`src/hw/rtl/bcc_pkg.sv`:
```
// Shared types and constants for the button click classifier.
// No dependencies; every other file uses this package by scoped names.
`timescale 1ns / 1ps

package bcc_pkg;

    localparam int unsigned CFG_W   = 16;
    localparam int unsigned TIME_W  = 32;
    localparam int unsigned LEVEL_W = 2;
    localparam int unsigned PHASE_W = 2;
    localparam int unsigned IDX_W   = 2;

    // Register indexes of the configuration port
    localparam logic [IDX_W-1:0] CFG_DEBOUNCE = 2'd0;
    localparam logic [IDX_W-1:0] CFG_LONG     = 2'd1;
    localparam logic [IDX_W-1:0] CFG_WINDOW   = 2'd2;
    localparam logic [IDX_W-1:0] CFG_SOURCE   = 2'd3;

    localparam logic [CFG_W-1:0] RST_DEBOUNCE = 16'd50;
    localparam logic [CFG_W-1:0] RST_LONG     = 16'd1500;
    localparam logic [CFG_W-1:0] RST_WINDOW   = 16'd400;
    localparam logic [CFG_W-1:0] RST_SOURCE   = 16'd0;

    // Classifier phases
    localparam logic [PHASE_W-1:0] PHASE_IDLE         = 2'd0;
    localparam logic [PHASE_W-1:0] PHASE_HELD         = 2'd1;
    localparam logic [PHASE_W-1:0] PHASE_WAIT_SECOND  = 2'd2;
    localparam logic [PHASE_W-1:0] PHASE_WAIT_RELEASE = 2'd3;

    // Alert levels
    localparam logic [LEVEL_W-1:0] LEVEL_NONE   = 2'd0;
    localparam logic [LEVEL_W-1:0] LEVEL_SINGLE = 2'd1;
    localparam logic [LEVEL_W-1:0] LEVEL_DOUBLE = 2'd2;
    localparam logic [LEVEL_W-1:0] LEVEL_LONG   = 2'd3;

    typedef struct packed {
        logic [CFG_W-1:0] debounce_limit_ms;
        logic [CFG_W-1:0] long_press_limit_ms;
        logic [CFG_W-1:0] double_window_ms;
        logic [CFG_W-1:0] source_ident;
    } t_cfg;

    typedef struct packed {
        logic               emit;
        logic [LEVEL_W-1:0] level;
    } t_res;

endpackage

```
`src/hw/rtl/bcc_in_if.sv`:
```
// Input channel of the button click classifier: one button sample per transfer.
// Depends on bcc_pkg for field widths.
`timescale 1ns / 1ps

interface bcc_in_if;
    logic                           valid;
    logic                           ready;
    logic                           pressed;
    logic [bcc_pkg::TIME_W-1:0]     now_ms;

    modport source (output valid, output pressed, output now_ms, input ready);
    modport sink   (input valid, input pressed, input now_ms, output ready);
endinterface

```
`src/hw/rtl/bcc_out_if.sv`:
```
// Output channel of the button click classifier: one alert per transfer.
// Depends on bcc_pkg for field widths.
`timescale 1ns / 1ps

interface bcc_out_if;
    logic                           valid;
    logic                           ready;
    logic [bcc_pkg::LEVEL_W-1:0]    alert_level;
    logic [bcc_pkg::CFG_W-1:0]      alert_source;

    modport source (output valid, output alert_level, output alert_source, input ready);
    modport sink   (input valid, input alert_level, input alert_source, output ready);
endinterface

```
`src/hw/rtl/bcc_cfg.sv`:
```
// Configuration register file: three 16-bit limits and the 16-bit source identifier.
// Depends on bcc_pkg.
`timescale 1ns / 1ps

module bcc_cfg (
    input  logic                        i_clk,
    input  logic                        i_rst_n,
    input  logic                        i_cfg_we,
    input  logic [bcc_pkg::IDX_W-1:0]   i_cfg_idx,
    input  logic [bcc_pkg::CFG_W-1:0]   i_cfg_data,
    output bcc_pkg::t_cfg               o_cfg
);

    bcc_pkg::t_cfg r_cfg;
    bcc_pkg::t_cfg n_cfg;

    always_comb begin
        n_cfg = r_cfg;
        if (i_cfg_we) begin
            case (i_cfg_idx)
                bcc_pkg::CFG_DEBOUNCE: n_cfg.debounce_limit_ms   = i_cfg_data;
                bcc_pkg::CFG_LONG:     n_cfg.long_press_limit_ms = i_cfg_data;
                bcc_pkg::CFG_WINDOW:   n_cfg.double_window_ms    = i_cfg_data;
                bcc_pkg::CFG_SOURCE:   n_cfg.source_ident        = i_cfg_data;
                default:               n_cfg = r_cfg;
            endcase
        end
    end

    always_ff @(posedge i_clk) begin
        if (!i_rst_n) begin
            r_cfg.debounce_limit_ms   <= bcc_pkg::RST_DEBOUNCE;
            r_cfg.long_press_limit_ms <= bcc_pkg::RST_LONG;
            r_cfg.double_window_ms    <= bcc_pkg::RST_WINDOW;
            r_cfg.source_ident        <= bcc_pkg::RST_SOURCE;
        end else begin
            r_cfg <= n_cfg;
        end
    end

    assign o_cfg = r_cfg;

endmodule

```
`src/hw/rtl/bcc_core.sv`:
```
// Phase machine of the classifier: phase and phase start time, duration compares.
// Depends on bcc_pkg.
`timescale 1ns / 1ps

module bcc_core (
    input  logic                        i_clk,
    input  logic                        i_rst_n,
    input  logic                        i_adv,
    input  logic                        i_pressed,
    input  logic [bcc_pkg::TIME_W-1:0]  i_now_ms,
    input  bcc_pkg::t_cfg               i_cfg,
    output bcc_pkg::t_res               o_res
);

    logic [bcc_pkg::PHASE_W-1:0] r_phase;
    logic [bcc_pkg::PHASE_W-1:0] n_phase;
    logic [bcc_pkg::TIME_W-1:0]  r_start;
    logic [bcc_pkg::TIME_W-1:0]  n_start;
    logic [bcc_pkg::TIME_W-1:0]  elapsed;
    logic [bcc_pkg::TIME_W-1:0]  deb_ext;
    logic [bcc_pkg::TIME_W-1:0]  long_ext;
    logic [bcc_pkg::TIME_W-1:0]  win_ext;
    bcc_pkg::t_res               res;

    // Wrapping difference: a clock that steps back reads as a very long time
    assign elapsed  = i_now_ms - r_start;
    assign deb_ext  = {{(bcc_pkg::TIME_W-bcc_pkg::CFG_W){1'b0}}, i_cfg.debounce_limit_ms};
    assign long_ext = {{(bcc_pkg::TIME_W-bcc_pkg::CFG_W){1'b0}}, i_cfg.long_press_limit_ms};
    assign win_ext  = {{(bcc_pkg::TIME_W-bcc_pkg::CFG_W){1'b0}}, i_cfg.double_window_ms};

    always_comb begin
        n_phase   = r_phase;
        n_start   = r_start;
        res.emit  = 1'b0;
        res.level = bcc_pkg::LEVEL_NONE;
        case (r_phase)
            bcc_pkg::PHASE_IDLE: begin
                if (i_pressed) begin
                    n_phase = bcc_pkg::PHASE_HELD;
                    n_start = i_now_ms;
                end
            end
            bcc_pkg::PHASE_HELD: begin
                if (!i_pressed) begin
                    // Debounce test goes first, even if it overlaps the long limit
                    if (elapsed < deb_ext) begin
                        n_phase = bcc_pkg::PHASE_IDLE;
                    end else if (elapsed > long_ext) begin
                        res.emit  = 1'b1;
                        res.level = bcc_pkg::LEVEL_LONG;
                        n_phase   = bcc_pkg::PHASE_IDLE;
                    end else begin
                        n_phase = bcc_pkg::PHASE_WAIT_SECOND;
                        n_start = i_now_ms;
                    end
                end
            end
            bcc_pkg::PHASE_WAIT_SECOND: begin
                // The window closes only on a released sample
                if (i_pressed) begin
                    res.emit  = 1'b1;
                    res.level = bcc_pkg::LEVEL_DOUBLE;
                    n_phase   = bcc_pkg::PHASE_WAIT_RELEASE;
                end else if (elapsed > win_ext) begin
                    res.emit  = 1'b1;
                    res.level = bcc_pkg::LEVEL_SINGLE;
                    n_phase   = bcc_pkg::PHASE_IDLE;
                end
            end
            default: begin
                if (!i_pressed) begin
                    n_phase = bcc_pkg::PHASE_IDLE;
                end
            end
        endcase
    end

    always_ff @(posedge i_clk) begin
        if (!i_rst_n) begin
            r_phase <= bcc_pkg::PHASE_IDLE;
            r_start <= '0;
        end else if (i_adv) begin
            r_phase <= n_phase;
            r_start <= n_start;
        end
    end

    assign o_res = res;

endmodule

```
`src/hw/rtl/bcc_oreg.sv`:
```
// Alert output register: holds one alert until the receiver takes it.
// Depends on bcc_pkg and bcc_out_if.
`timescale 1ns / 1ps

module bcc_oreg (
    input  logic                        i_clk,
    input  logic                        i_rst_n,
    input  logic                        i_load,
    input  logic [bcc_pkg::LEVEL_W-1:0] i_level,
    input  logic [bcc_pkg::CFG_W-1:0]   i_source,
    output logic                        o_can_load,
    bcc_out_if.source                   o_out
);

    logic                        r_valid;
    logic [bcc_pkg::LEVEL_W-1:0] r_level;
    logic [bcc_pkg::CFG_W-1:0]   r_source;

    // A new alert may replace the held one in the cycle it is transferred
    assign o_can_load = !r_valid || o_out.ready;

    always_ff @(posedge i_clk) begin
        if (!i_rst_n) begin
            r_valid <= 1'b0;
        end else if (i_load) begin
            r_valid <= 1'b1;
        end else if (o_out.ready) begin
            r_valid <= 1'b0;
        end
    end

    always_ff @(posedge i_clk) begin
        if (i_load) begin
            r_level  <= i_level;
            r_source <= i_source;
        end
    end

    assign o_out.valid        = r_valid;
    assign o_out.alert_level  = r_level;
    assign o_out.alert_source = r_source;

endmodule

```
`src/hw/rtl/button_click_classifier_unit.sv`:
```
// Top level of the button click classifier: input register, phase machine,
// configuration registers and alert output register. Depends on bcc_pkg,
// bcc_in_if, bcc_out_if, bcc_cfg, bcc_core and bcc_oreg.
//
// Usage:
//   i_in carries one button sample (pressed, now_ms) per transfer; o_out
//   carries one alert (alert_level, alert_source) per transfer. A sample
//   gives zero or one alert. Registers are written through i_cfg_we,
//   i_cfg_idx and i_cfg_data; the user must write them only while no
//   sample is in flight, which the block itself does not enforce.
//   Path: a sample is registered in the input register at its transfer and
//   classified there; its alert is then registered in bcc_oreg onto o_out.
//   Throughput: one sample per cycle while no alert holds it; the phase update
//   is one 32-bit subtract from the stored start time and compares to limits.
//   Stall: while an alert waits on o_out, samples that raise no alert keep
//   flowing; a sample that would raise a second alert holds in the input
//   register, and i_in.ready drops until the waiting alert is transferred.
//   Reset (i_rst_n low, synchronous): phase goes idle, start time zero,
//   limits return to 50/1500/400 ms and source to zero, both stages empty.
`timescale 1ns / 1ps

module button_click_classifier_unit (
    input  logic                        i_clk,
    input  logic                        i_rst_n,
    bcc_in_if.sink                      i_in,
    bcc_out_if.source                   o_out,
    input  logic                        i_cfg_we,
    input  logic [bcc_pkg::IDX_W-1:0]   i_cfg_idx,
    input  logic [bcc_pkg::CFG_W-1:0]   i_cfg_data
);

    logic                        r_in_valid;
    logic                        r_pressed;
    logic [bcc_pkg::TIME_W-1:0]  r_now_ms;
    logic                        adv;
    logic                        can_load;
    bcc_pkg::t_cfg               cfg;
    bcc_pkg::t_res               res;

    bcc_cfg u_cfg (
        .i_clk      (i_clk),
        .i_rst_n    (i_rst_n),
        .i_cfg_we   (i_cfg_we),
        .i_cfg_idx  (i_cfg_idx),
        .i_cfg_data (i_cfg_data),
        .o_cfg      (cfg)
    );

    bcc_core u_core (
        .i_clk     (i_clk),
        .i_rst_n   (i_rst_n),
        .i_adv     (adv),
        .i_pressed (r_pressed),
        .i_now_ms  (r_now_ms),
        .i_cfg     (cfg),
        .o_res     (res)
    );

    bcc_oreg u_oreg (
        .i_clk      (i_clk),
        .i_rst_n    (i_rst_n),
        .i_load     (adv && res.emit),
        .i_level    (res.level),
        .i_source   (cfg.source_ident),
        .o_can_load (can_load),
        .o_out      (o_out)
    );

    // Advance the held sample unless its alert has nowhere to go
    assign adv        = r_in_valid && (!res.emit || can_load);
    assign i_in.ready = !r_in_valid || adv;

    always_ff @(posedge i_clk) begin
        if (!i_rst_n) begin
            r_in_valid <= 1'b0;
        end else if (i_in.valid && i_in.ready) begin
            r_in_valid <= 1'b1;
        end else if (adv) begin
            r_in_valid <= 1'b0;
        end
    end

    always_ff @(posedge i_clk) begin
        if (i_in.valid && i_in.ready) begin
            r_pressed <= i_in.pressed;
            r_now_ms  <= i_in.now_ms;
        end
    end

endmodule

```
`src/flat_wrapper.sv`:
```
// flat-port wrapper written by rule: the top's interface ports become plain ports
module button_click_classifier_unit_flat 
  (i_clk, i_rst_n, i_cfg_we, i_cfg_idx, i_cfg_data, i_in_valid, i_in_pressed, i_in_now_ms, i_in_ready, o_out_valid, o_out_alert_level, o_out_alert_source, o_out_ready);
  bcc_in_if i_in_i ();
  bcc_out_if o_out_i ();
  input  logic i_clk;
  input  logic i_rst_n;
  input  logic i_cfg_we;
  input  logic [bcc_pkg::IDX_W-1:0] i_cfg_idx;
  input  logic [bcc_pkg::CFG_W-1:0] i_cfg_data;
  input wire logic [$bits(i_in_i.valid)-1:0] i_in_valid;
  input wire logic [$bits(i_in_i.pressed)-1:0] i_in_pressed;
  input wire logic [$bits(i_in_i.now_ms)-1:0] i_in_now_ms;
  output wire logic [$bits(i_in_i.ready)-1:0] i_in_ready;
  output wire logic [$bits(o_out_i.valid)-1:0] o_out_valid;
  output wire logic [$bits(o_out_i.alert_level)-1:0] o_out_alert_level;
  output wire logic [$bits(o_out_i.alert_source)-1:0] o_out_alert_source;
  input wire logic [$bits(o_out_i.ready)-1:0] o_out_ready;
  assign i_in_i.valid = i_in_valid;
  assign i_in_i.pressed = i_in_pressed;
  assign i_in_i.now_ms = i_in_now_ms;
  assign i_in_ready = i_in_i.ready;
  assign o_out_valid = o_out_i.valid;
  assign o_out_alert_level = o_out_i.alert_level;
  assign o_out_alert_source = o_out_i.alert_source;
  assign o_out_i.ready = o_out_ready;
  button_click_classifier_unit u_core (.i_clk(i_clk), .i_rst_n(i_rst_n), .i_in(i_in_i), .o_out(o_out_i), .i_cfg_we(i_cfg_we), .i_cfg_idx(i_cfg_idx), .i_cfg_data(i_cfg_data));
endmodule
```
`config.mk`:
```
export PLATFORM = sky130hd
export DESIGN_NAME = button_click_classifier_unit_flat
export DESIGN_NICKNAME = d
export VERILOG_FILES = /design/src/hw/rtl/bcc_pkg.sv /design/src/hw/rtl/bcc_in_if.sv /design/src/hw/rtl/bcc_out_if.sv /design/src/hw/rtl/bcc_cfg.sv /design/src/hw/rtl/bcc_core.sv /design/src/hw/rtl/bcc_oreg.sv /design/src/hw/rtl/button_click_classifier_unit.sv /design/src/flat_wrapper.sv
export SDC_FILE = /design/constraint.sdc
export NUM_CORES = 1
export LEC_CHECK = 0
export ABC_AREA = 0
export BUFFER_PORTS_ARGS = -buffer_cell sky130_fd_sc_hd__buf_2
export CORE_UTILIZATION = 55
export CTS_BUF_LIST = sky130_fd_sc_hd__clkbuf_16
export DETAILED_ROUTE_END_ITERATION = 12
export PLACE_DENSITY_LB_ADDON = 0.25
export SLEW_MARGIN = 10
export SYNTH_ARGS = -nofsm -noshare
export SYNTH_HDL_FRONTEND = slang
export SYNTH_SLANG_ARGS = --single-unit
```
`constraint.sdc`:
```
create_clock -name i_clk -period 4.23 [get_ports i_clk]
set_input_delay 0.423 -clock i_clk [delete_from_list [all_inputs] [get_ports i_clk]]
set_output_delay 0.423 -clock i_clk [all_outputs]
set_load 0.01 [all_outputs]
```
== After elaboration in Yosys (flattened, before gate mapping) ==
Cells that the tools add are included.
Word-level totals
  bits in registers: 151
  bits of input ports: 56
  word-level logic and storage cells: 70
  output and inout port bits: 20
Operators by class
  magnitude comparators: 3
  reductions and logical operators: 20
  equality and inequality tests: 11
  mux-type cells: 23
  add/sub/neg operators: 1
Operator list (number)
  $mux W32: 4
  $gt A32 B16 Y1: 2
  $pmux W32 S2: 1
  $lt A32 B16 Y1: 1
  $sub A32 B32 Y32: 1
  $mux W3: 5
  $mux W2: 7
  $reduce_and A2 Y1: 4
  $eq A2 B2 Y1 const B: 3
  $ne A2 B2 Y1 const B: 3
  $pmux W2 S3: 1
  $pmux W3 S2: 1
  $reduce_and A6 Y1: 1
  $reduce_bool A2 Y1: 3
  $reduce_and A5 Y1: 1
  $eq A2 B1 Y1 const B: 2
  $logic_not A2 Y1: 2
  $mux W1: 4
  $logic_and A1 B1 Y1: 3
  $logic_not A1 Y1: 3
  $logic_or A1 B1 Y1: 3
  $ne A3 B2 Y1 const B: 1
  $ne A3 B3 Y1 const B: 1
  $ne A2 B1 Y1 const B: 1

== Depth between registers and ports, before layout ==
  depth after elaboration: 12
  mapped depth: 22
  mapped depth without buffers: 21

== Cells and area by module ==
From an unflattened synthesis, not the netlist that was laid out.
Unflattened totals
  cell total of the unflattened synthesis: 950
  area, all modules: 8892.3 µm²
Modules (own cells, without submodules)
  bcc_core: cells each 647, area an instance 4748.3 µm², sequential area each 680.7 µm², instances 1
  bcc_cfg: cells each 240, area an instance 2481.1 µm², sequential area each 1281.2 µm², instances 1
  button_click_classifier_unit: cells each 41, area an instance 1073.5 µm², sequential area each 1011.0 µm², instances 1
  bcc_oreg: cells each 22, area an instance 589.3 µm², sequential area each 560.5 µm², instances 1

== Worst setup path after synthesis ==
Ideal clock, no wire load.
  kind: reg-to-reg
  start point: register u_core.r_now_ms[4] in the netlist's numbering
  end point: register u_core.r_now_ms[0] in the netlist's numbering, enable pin
  setup slack: -440 ps
  clock period less this slack: 4670 ps
  arrival time: 4278 ps
  required time: 3838 ps
  stages on the path, launching flop included: 20
  buffers on the path: 0
  setup time: 392 ps
  cells stage by stage: edfxtp_1 > ha_1 > o211ai_1 > a21oi_1 > nor2_1 > o21ai_0 > a21o_1 > a21oi_1 > xnor2_1 > ha_1 > a21o_1 > a21o_1 > a221o_1 > nand2_1 > o311ai_0 > o31ai_1 > nor2_1 > o21ai_2 > a2bb2oi_2 > o21a_1
On the way
  word-level cells in the longest chain between the ends: 11
  elaborated cells between the ends (all ways): 15
  classes of those cells: add/sub: 1; order compare: 3; mux: 6; reduce/logical: 5
RTL lines
  start: declaration: line button_click_classifier_unit.sv:34  | logic [bcc_pkg::TIME_W-1:0] r_now_ms;
  start signal: assignment: line button_click_classifier_unit.sv:86  | r_now_ms <= i_in.now_ms;
  $sub A32 B32 Y32 *: line bcc_core.sv:26  | assign elapsed = i_now_ms - r_start;
  $gt A32 B16 Y1: line bcc_core.sv:48  | end else if (elapsed > long_ext) begin
  $mux W3: line bcc_core.sv:48
  $mux W3: line bcc_core.sv:46  | if (elapsed < deb_ext) begin
  $mux W3: line bcc_core.sv:44  | if (!i_pressed) begin
  $pmux W3 S2 *: line bcc_core.sv:36  | case (r_phase)
  $logic_not A1 Y1 *: line button_click_classifier_unit.sv:70  | assign adv = r_in_valid && (!res.emit || can_load);
  $logic_or A1 B1 Y1 *: line button_click_classifier_unit.sv:70
  $logic_and A1 B1 Y1 *: line button_click_classifier_unit.sv:70
  $logic_or A1 B1 Y1 *: line button_click_classifier_unit.sv:71  | assign i_in.ready = !r_in_valid || adv;
  $logic_and A1 B1 Y1 *: line button_click_classifier_unit.sv:84  | if (i_in.valid && i_in.ready) begin
Every way passes the cells marked *; elsewhere a longest branch is shown, timed or not.
A chain may end at the register's enable or synchronous reset.

== Worst setup path after layout ==
  start point: register u_core.r_now_ms[3] in the netlist's numbering
  end point: output i_in_ready
On the way
  word-level cells in the longest chain between the ends: 10
  elaborated cells between the ends (all ways): 14
  classes of those cells: add/sub: 1; order compare: 3; mux: 6; reduce/logical: 4
RTL lines
  $sub A32 B32 Y32 *: line bcc_core.sv:26
  $gt A32 B16 Y1: line bcc_core.sv:48
  $mux W3: line bcc_core.sv:48
  $mux W3: line bcc_core.sv:46
  $mux W3: line bcc_core.sv:44
  $pmux W3 S2 *: line bcc_core.sv:36
  $logic_not A1 Y1 *: line button_click_classifier_unit.sv:70
  $logic_or A1 B1 Y1 *: line button_click_classifier_unit.sv:70
  $logic_and A1 B1 Y1 *: line button_click_classifier_unit.sv:70
  $logic_or A1 B1 Y1 *: line button_click_classifier_unit.sv:71
  end: declaration: line flat_wrapper.sv:14  | output wire logic [$bits(i_in_i.ready)-1:0] i_in_ready;
Marked as above.

==> flow_summary.yaml <==
floorplan:
  coreArea_um2: 15830
  ios: 76
  initial_utilization_pct: 56.06
  dieArea_um2: 16640
  die_h_um: 129.0
  die_x_um: 129.0
  std_cell_rows: 46
power_and_ir_drop:
  p_per_area_nw_per_um2: 400.6
  p_leak_nw: 4.297
  ir_drop_mv: 0.3066
place:
  io_buffers: 75
  dpl_cell_area_um2: 9634
  post-place-ws_ns: -0.1267
  hpwl_mm: 14.84
  gp_congestion: 0.9013
logic_synthesis:
  synthArstFlopShare_pct: 0
  syn_nets: 1152
  avgSynthCellArea_um2: 8.758
  syn_inst: 1013
  syn_area_um2: 8872
  synthDistinctLibCells: 79
  synthFlopType: "dfxtp_1"
  yosys_warnings: 0
  postSynthRegisterBits: 151
  seq_area_frac_synth_pct: 39.83
  synth-edff-count: 51
layout:
  diodes: 0
  drive_gt1_share_pct: 21.37
  fin_util_pct: 67.73
  syn_to_final_growth_pct: 20.83
  final_cell_mix: "nand2_1, dfxtp_1, a21oi_1"
  fin_nets: 1268
  layout_commonest_cell: "nand2_1"
  fin_area_um2: 10720
timing:
  layout_setup_ws_ns: -0.2538
  finalCritPeriodShare_pct: 106.0
  worst_slew_pin_slew_ns: 1.001
  fin_setup_tns_ns: -0.2838
  drv_slew: 0
  worst_clock_skew_ns: 0.008678
  max_freq_mhz: 223.0
  slew_headroom_pct: 33.20
  rsz0062_at_grt: "yes"
  finalHoldViolCount: 0
  fin_hold_ws_ns: 0.1549
  finalCriticalPeriod_ns: 4.484
  setup_viol: 10
global_routing:
  antenna_found_initial: 0
  grt_pass1_wl_mm: 33.74
  overflow: 0
  grt_pass1_vias: 7044
  grt_util_all_layers_pct: 26.05
  grt_max_degree: 81
min_path:
  hold_path_depth: 1
  min_path_type: "in -> reg"
setup_path:
  cp-end-kind: "primary output"
  critPathMostFrequentCell: "buf_4"
  arrival_ns: 4.06
  worstRegToRegCells: 17
  cp-start-kind: "register"
  max_stage_delay_ns: 0.56
  cp_max_fo: 3
  crit_slowest_cell: "or4_1"
  cp.required_ns: 3.81
  crit_chain: "ha_1 -> buf_4 -> o211ai_1 -> a21oi_4 -> o21a_1 -> buf_4 -> buf_4 -> o21ai_2 -> nand3_1 -> a221oi_2 -> o2111ai_2 -> or4_1 -> o21ai_2 -> a2bb2oi_2 -> nand2b_4 -> buf_6"
  crit_type: "reg -> out"
drt:
  firstDrtPassIters: 5
  drtIter0Drc: 517
  routed_wl_mm: 21.82
  drc: 0
  drtAntennaViolNets: 0
  wl_per_cell_um: 16.07
  drt-vias-per-instance: 5.589
  vias: 7590
run_status:
  failed_checks: "setup timing"
  status: "finished, violations left"
clock_tree:
  insertion_delay_ns: 0.44
  cts_buffers: 17
  cts_root_buf: "clkbuf_16"
  clkSinkCount: 151
  postCtsHoldBufs: 0
  htreeDepth: 4
  clk_pin_slew_ns: 0.07
  cts_tree: "yes"
  clock_path_buffers: 2
flow_run:
  drv_cap: 0
-- sequential cells by signal, summed over array words and instances (netlist names) --
name / flops
u_core.u_core.r_phase: 2
u_core.u_oreg.o_out.alert_source: 16
u_core.u_cfg.o_cfg: 64
u_core.u_core.r_start: 32
u_core.r_in_valid: 1
u_core.r_pressed: 1
u_core.u_oreg.o_out.alert_level: 2
u_core.r_now_ms: 32
u_core.u_oreg.o_out.valid: 1
-- critical path, delay by kind of cell, from the launching register on --
family / cells / cell delay, ns
compound gates: 8 / 1.59
simple gates: 3 / 0.83
flops: 1 / 0.39
buf+inv: 4 / 0.50
fa+ha+maj: 1 / 0.30
-- kinds of logic after synthesis --
| family | synth area share [%] |
|---|---|
| xor gates and xnor gates | 1.777 |
| DFF | 39.83 |
| adders and majority gates | 11.79 |
| AOI/OAI and AO/OA | 18.36 |
| buffers and inverters | 7.093 |
| muxes | 4.188 |
| and+or+nand+nor | 16.97 |
-- path summary, 6_finish.rpt --
kind | start | endpoint | slack (ns)
setup reg to reg | u_core.r_now_ms[3] | u_core.r_now_ms[21] | -0.01
hold / removal | i_in_now_ms[10] | u_core.r_now_ms[10] | 0.15
setup / recovery | u_core.r_now_ms[3] | i_in_ready | -0.25
hold reg to reg | u_core.u_cfg.o_cfg[13] | u_core.u_oreg.o_out.alert_source[13] | 0.43
-- per-layer routing --
metal  wire length [um]  GRT usage [%]
met1              10090          35.42
met3               1311          4.913
met2               9882          41.53
met4                537          9.204
met5                  0              0
-- synth_stat cells, types with 3 or more instances --
| master | count | area share [%] |
|---|---|---|
| o21ai_0 | 32 | 1.8 |
| o21a_1 | 14 | 1.2 |
| buf_6 | 4 | 0.51 |
| edfxtp_1 | 51 | 17 |
| xor2_1 | 7 | 0.69 |
| or3_1 | 4 | 0.28 |
| a21o_1 | 19 | 1.6 |
| nand4_1 | 20 | 1.4 |
| buf_12 | 3 | 0.68 |
| or2_2 | 3 | 0.21 |
| dfxtp_1 | 100 | 23 |
| clkbuf_1 | 22 | 0.93 |
| nor2b_1 | 4 | 0.28 |
| o31ai_1 | 4 | 0.34 |
| nand2b_1 | 6 | 0.42 |
| buf_2 | 3 | 0.17 |
| mux2i_1 | 36 | 4.1 |
| and3_1 | 5 | 0.35 |
| dlygate4sd3_1 | 6 | 0.68 |
| o211ai_1 | 19 | 1.6 |
| a211oi_1 | 8 | 0.68 |
| xnor2_1 | 11 | 1.1 |
| a21oi_1 | 102 | 5.8 |
| nor3_1 | 6 | 0.34 |
| nor4_1 | 4 | 0.28 |
| a211o_1 | 3 | 0.30 |
| o21ai_1 | 13 | 0.73 |
| nand3_1 | 6 | 0.34 |
| ha_1 | 82 | 12 |
| o21bai_1 | 4 | 0.34 |
| nor2_1 | 41 | 1.7 |
| inv_1 | 89 | 3.8 |
| and2_1 | 4 | 0.28 |
| nand2_1 | 225 | 9.5 |
-- power breakdown --
group / switching, W / leakage, nW / internal, W
clock: 0.000686 / 0.283 / 0.000835
sequential: 0.0000369 / 1.32 / 0.00156
combinational: 0.000654 / 2.69 / 0.000519
-- metrics by stage --
stage          total power (W)  instances
3_5_place_dp          0.002660       1310
6_report              0.004295       1358
2_1_floorplan         0.002342       1013
3_3_place_gp          0.002638       1310
4_1_cts               0.004227       1350
5_1_grt               0.004493       1358
-- repair_timing --
action / 4_1_cts / 5_1_grt
cloned: 2 / 4
resized for setup: 22 / 47
pin swaps: 25 / 24
setup endpoints to repair: 84 / 88
setup buffers: 8 / 6
-- cell type report --
class	instances	area [um^2]
clock inverter	15	158.9
tap	216	270.3
inverter	90	337.8
sequential	151	3535
fill	1249	5107
timing repair buffer	138	1012
clock buffer	17	425.4
multi-input combinational	731	4981
(Power assumes the default switching activity.)
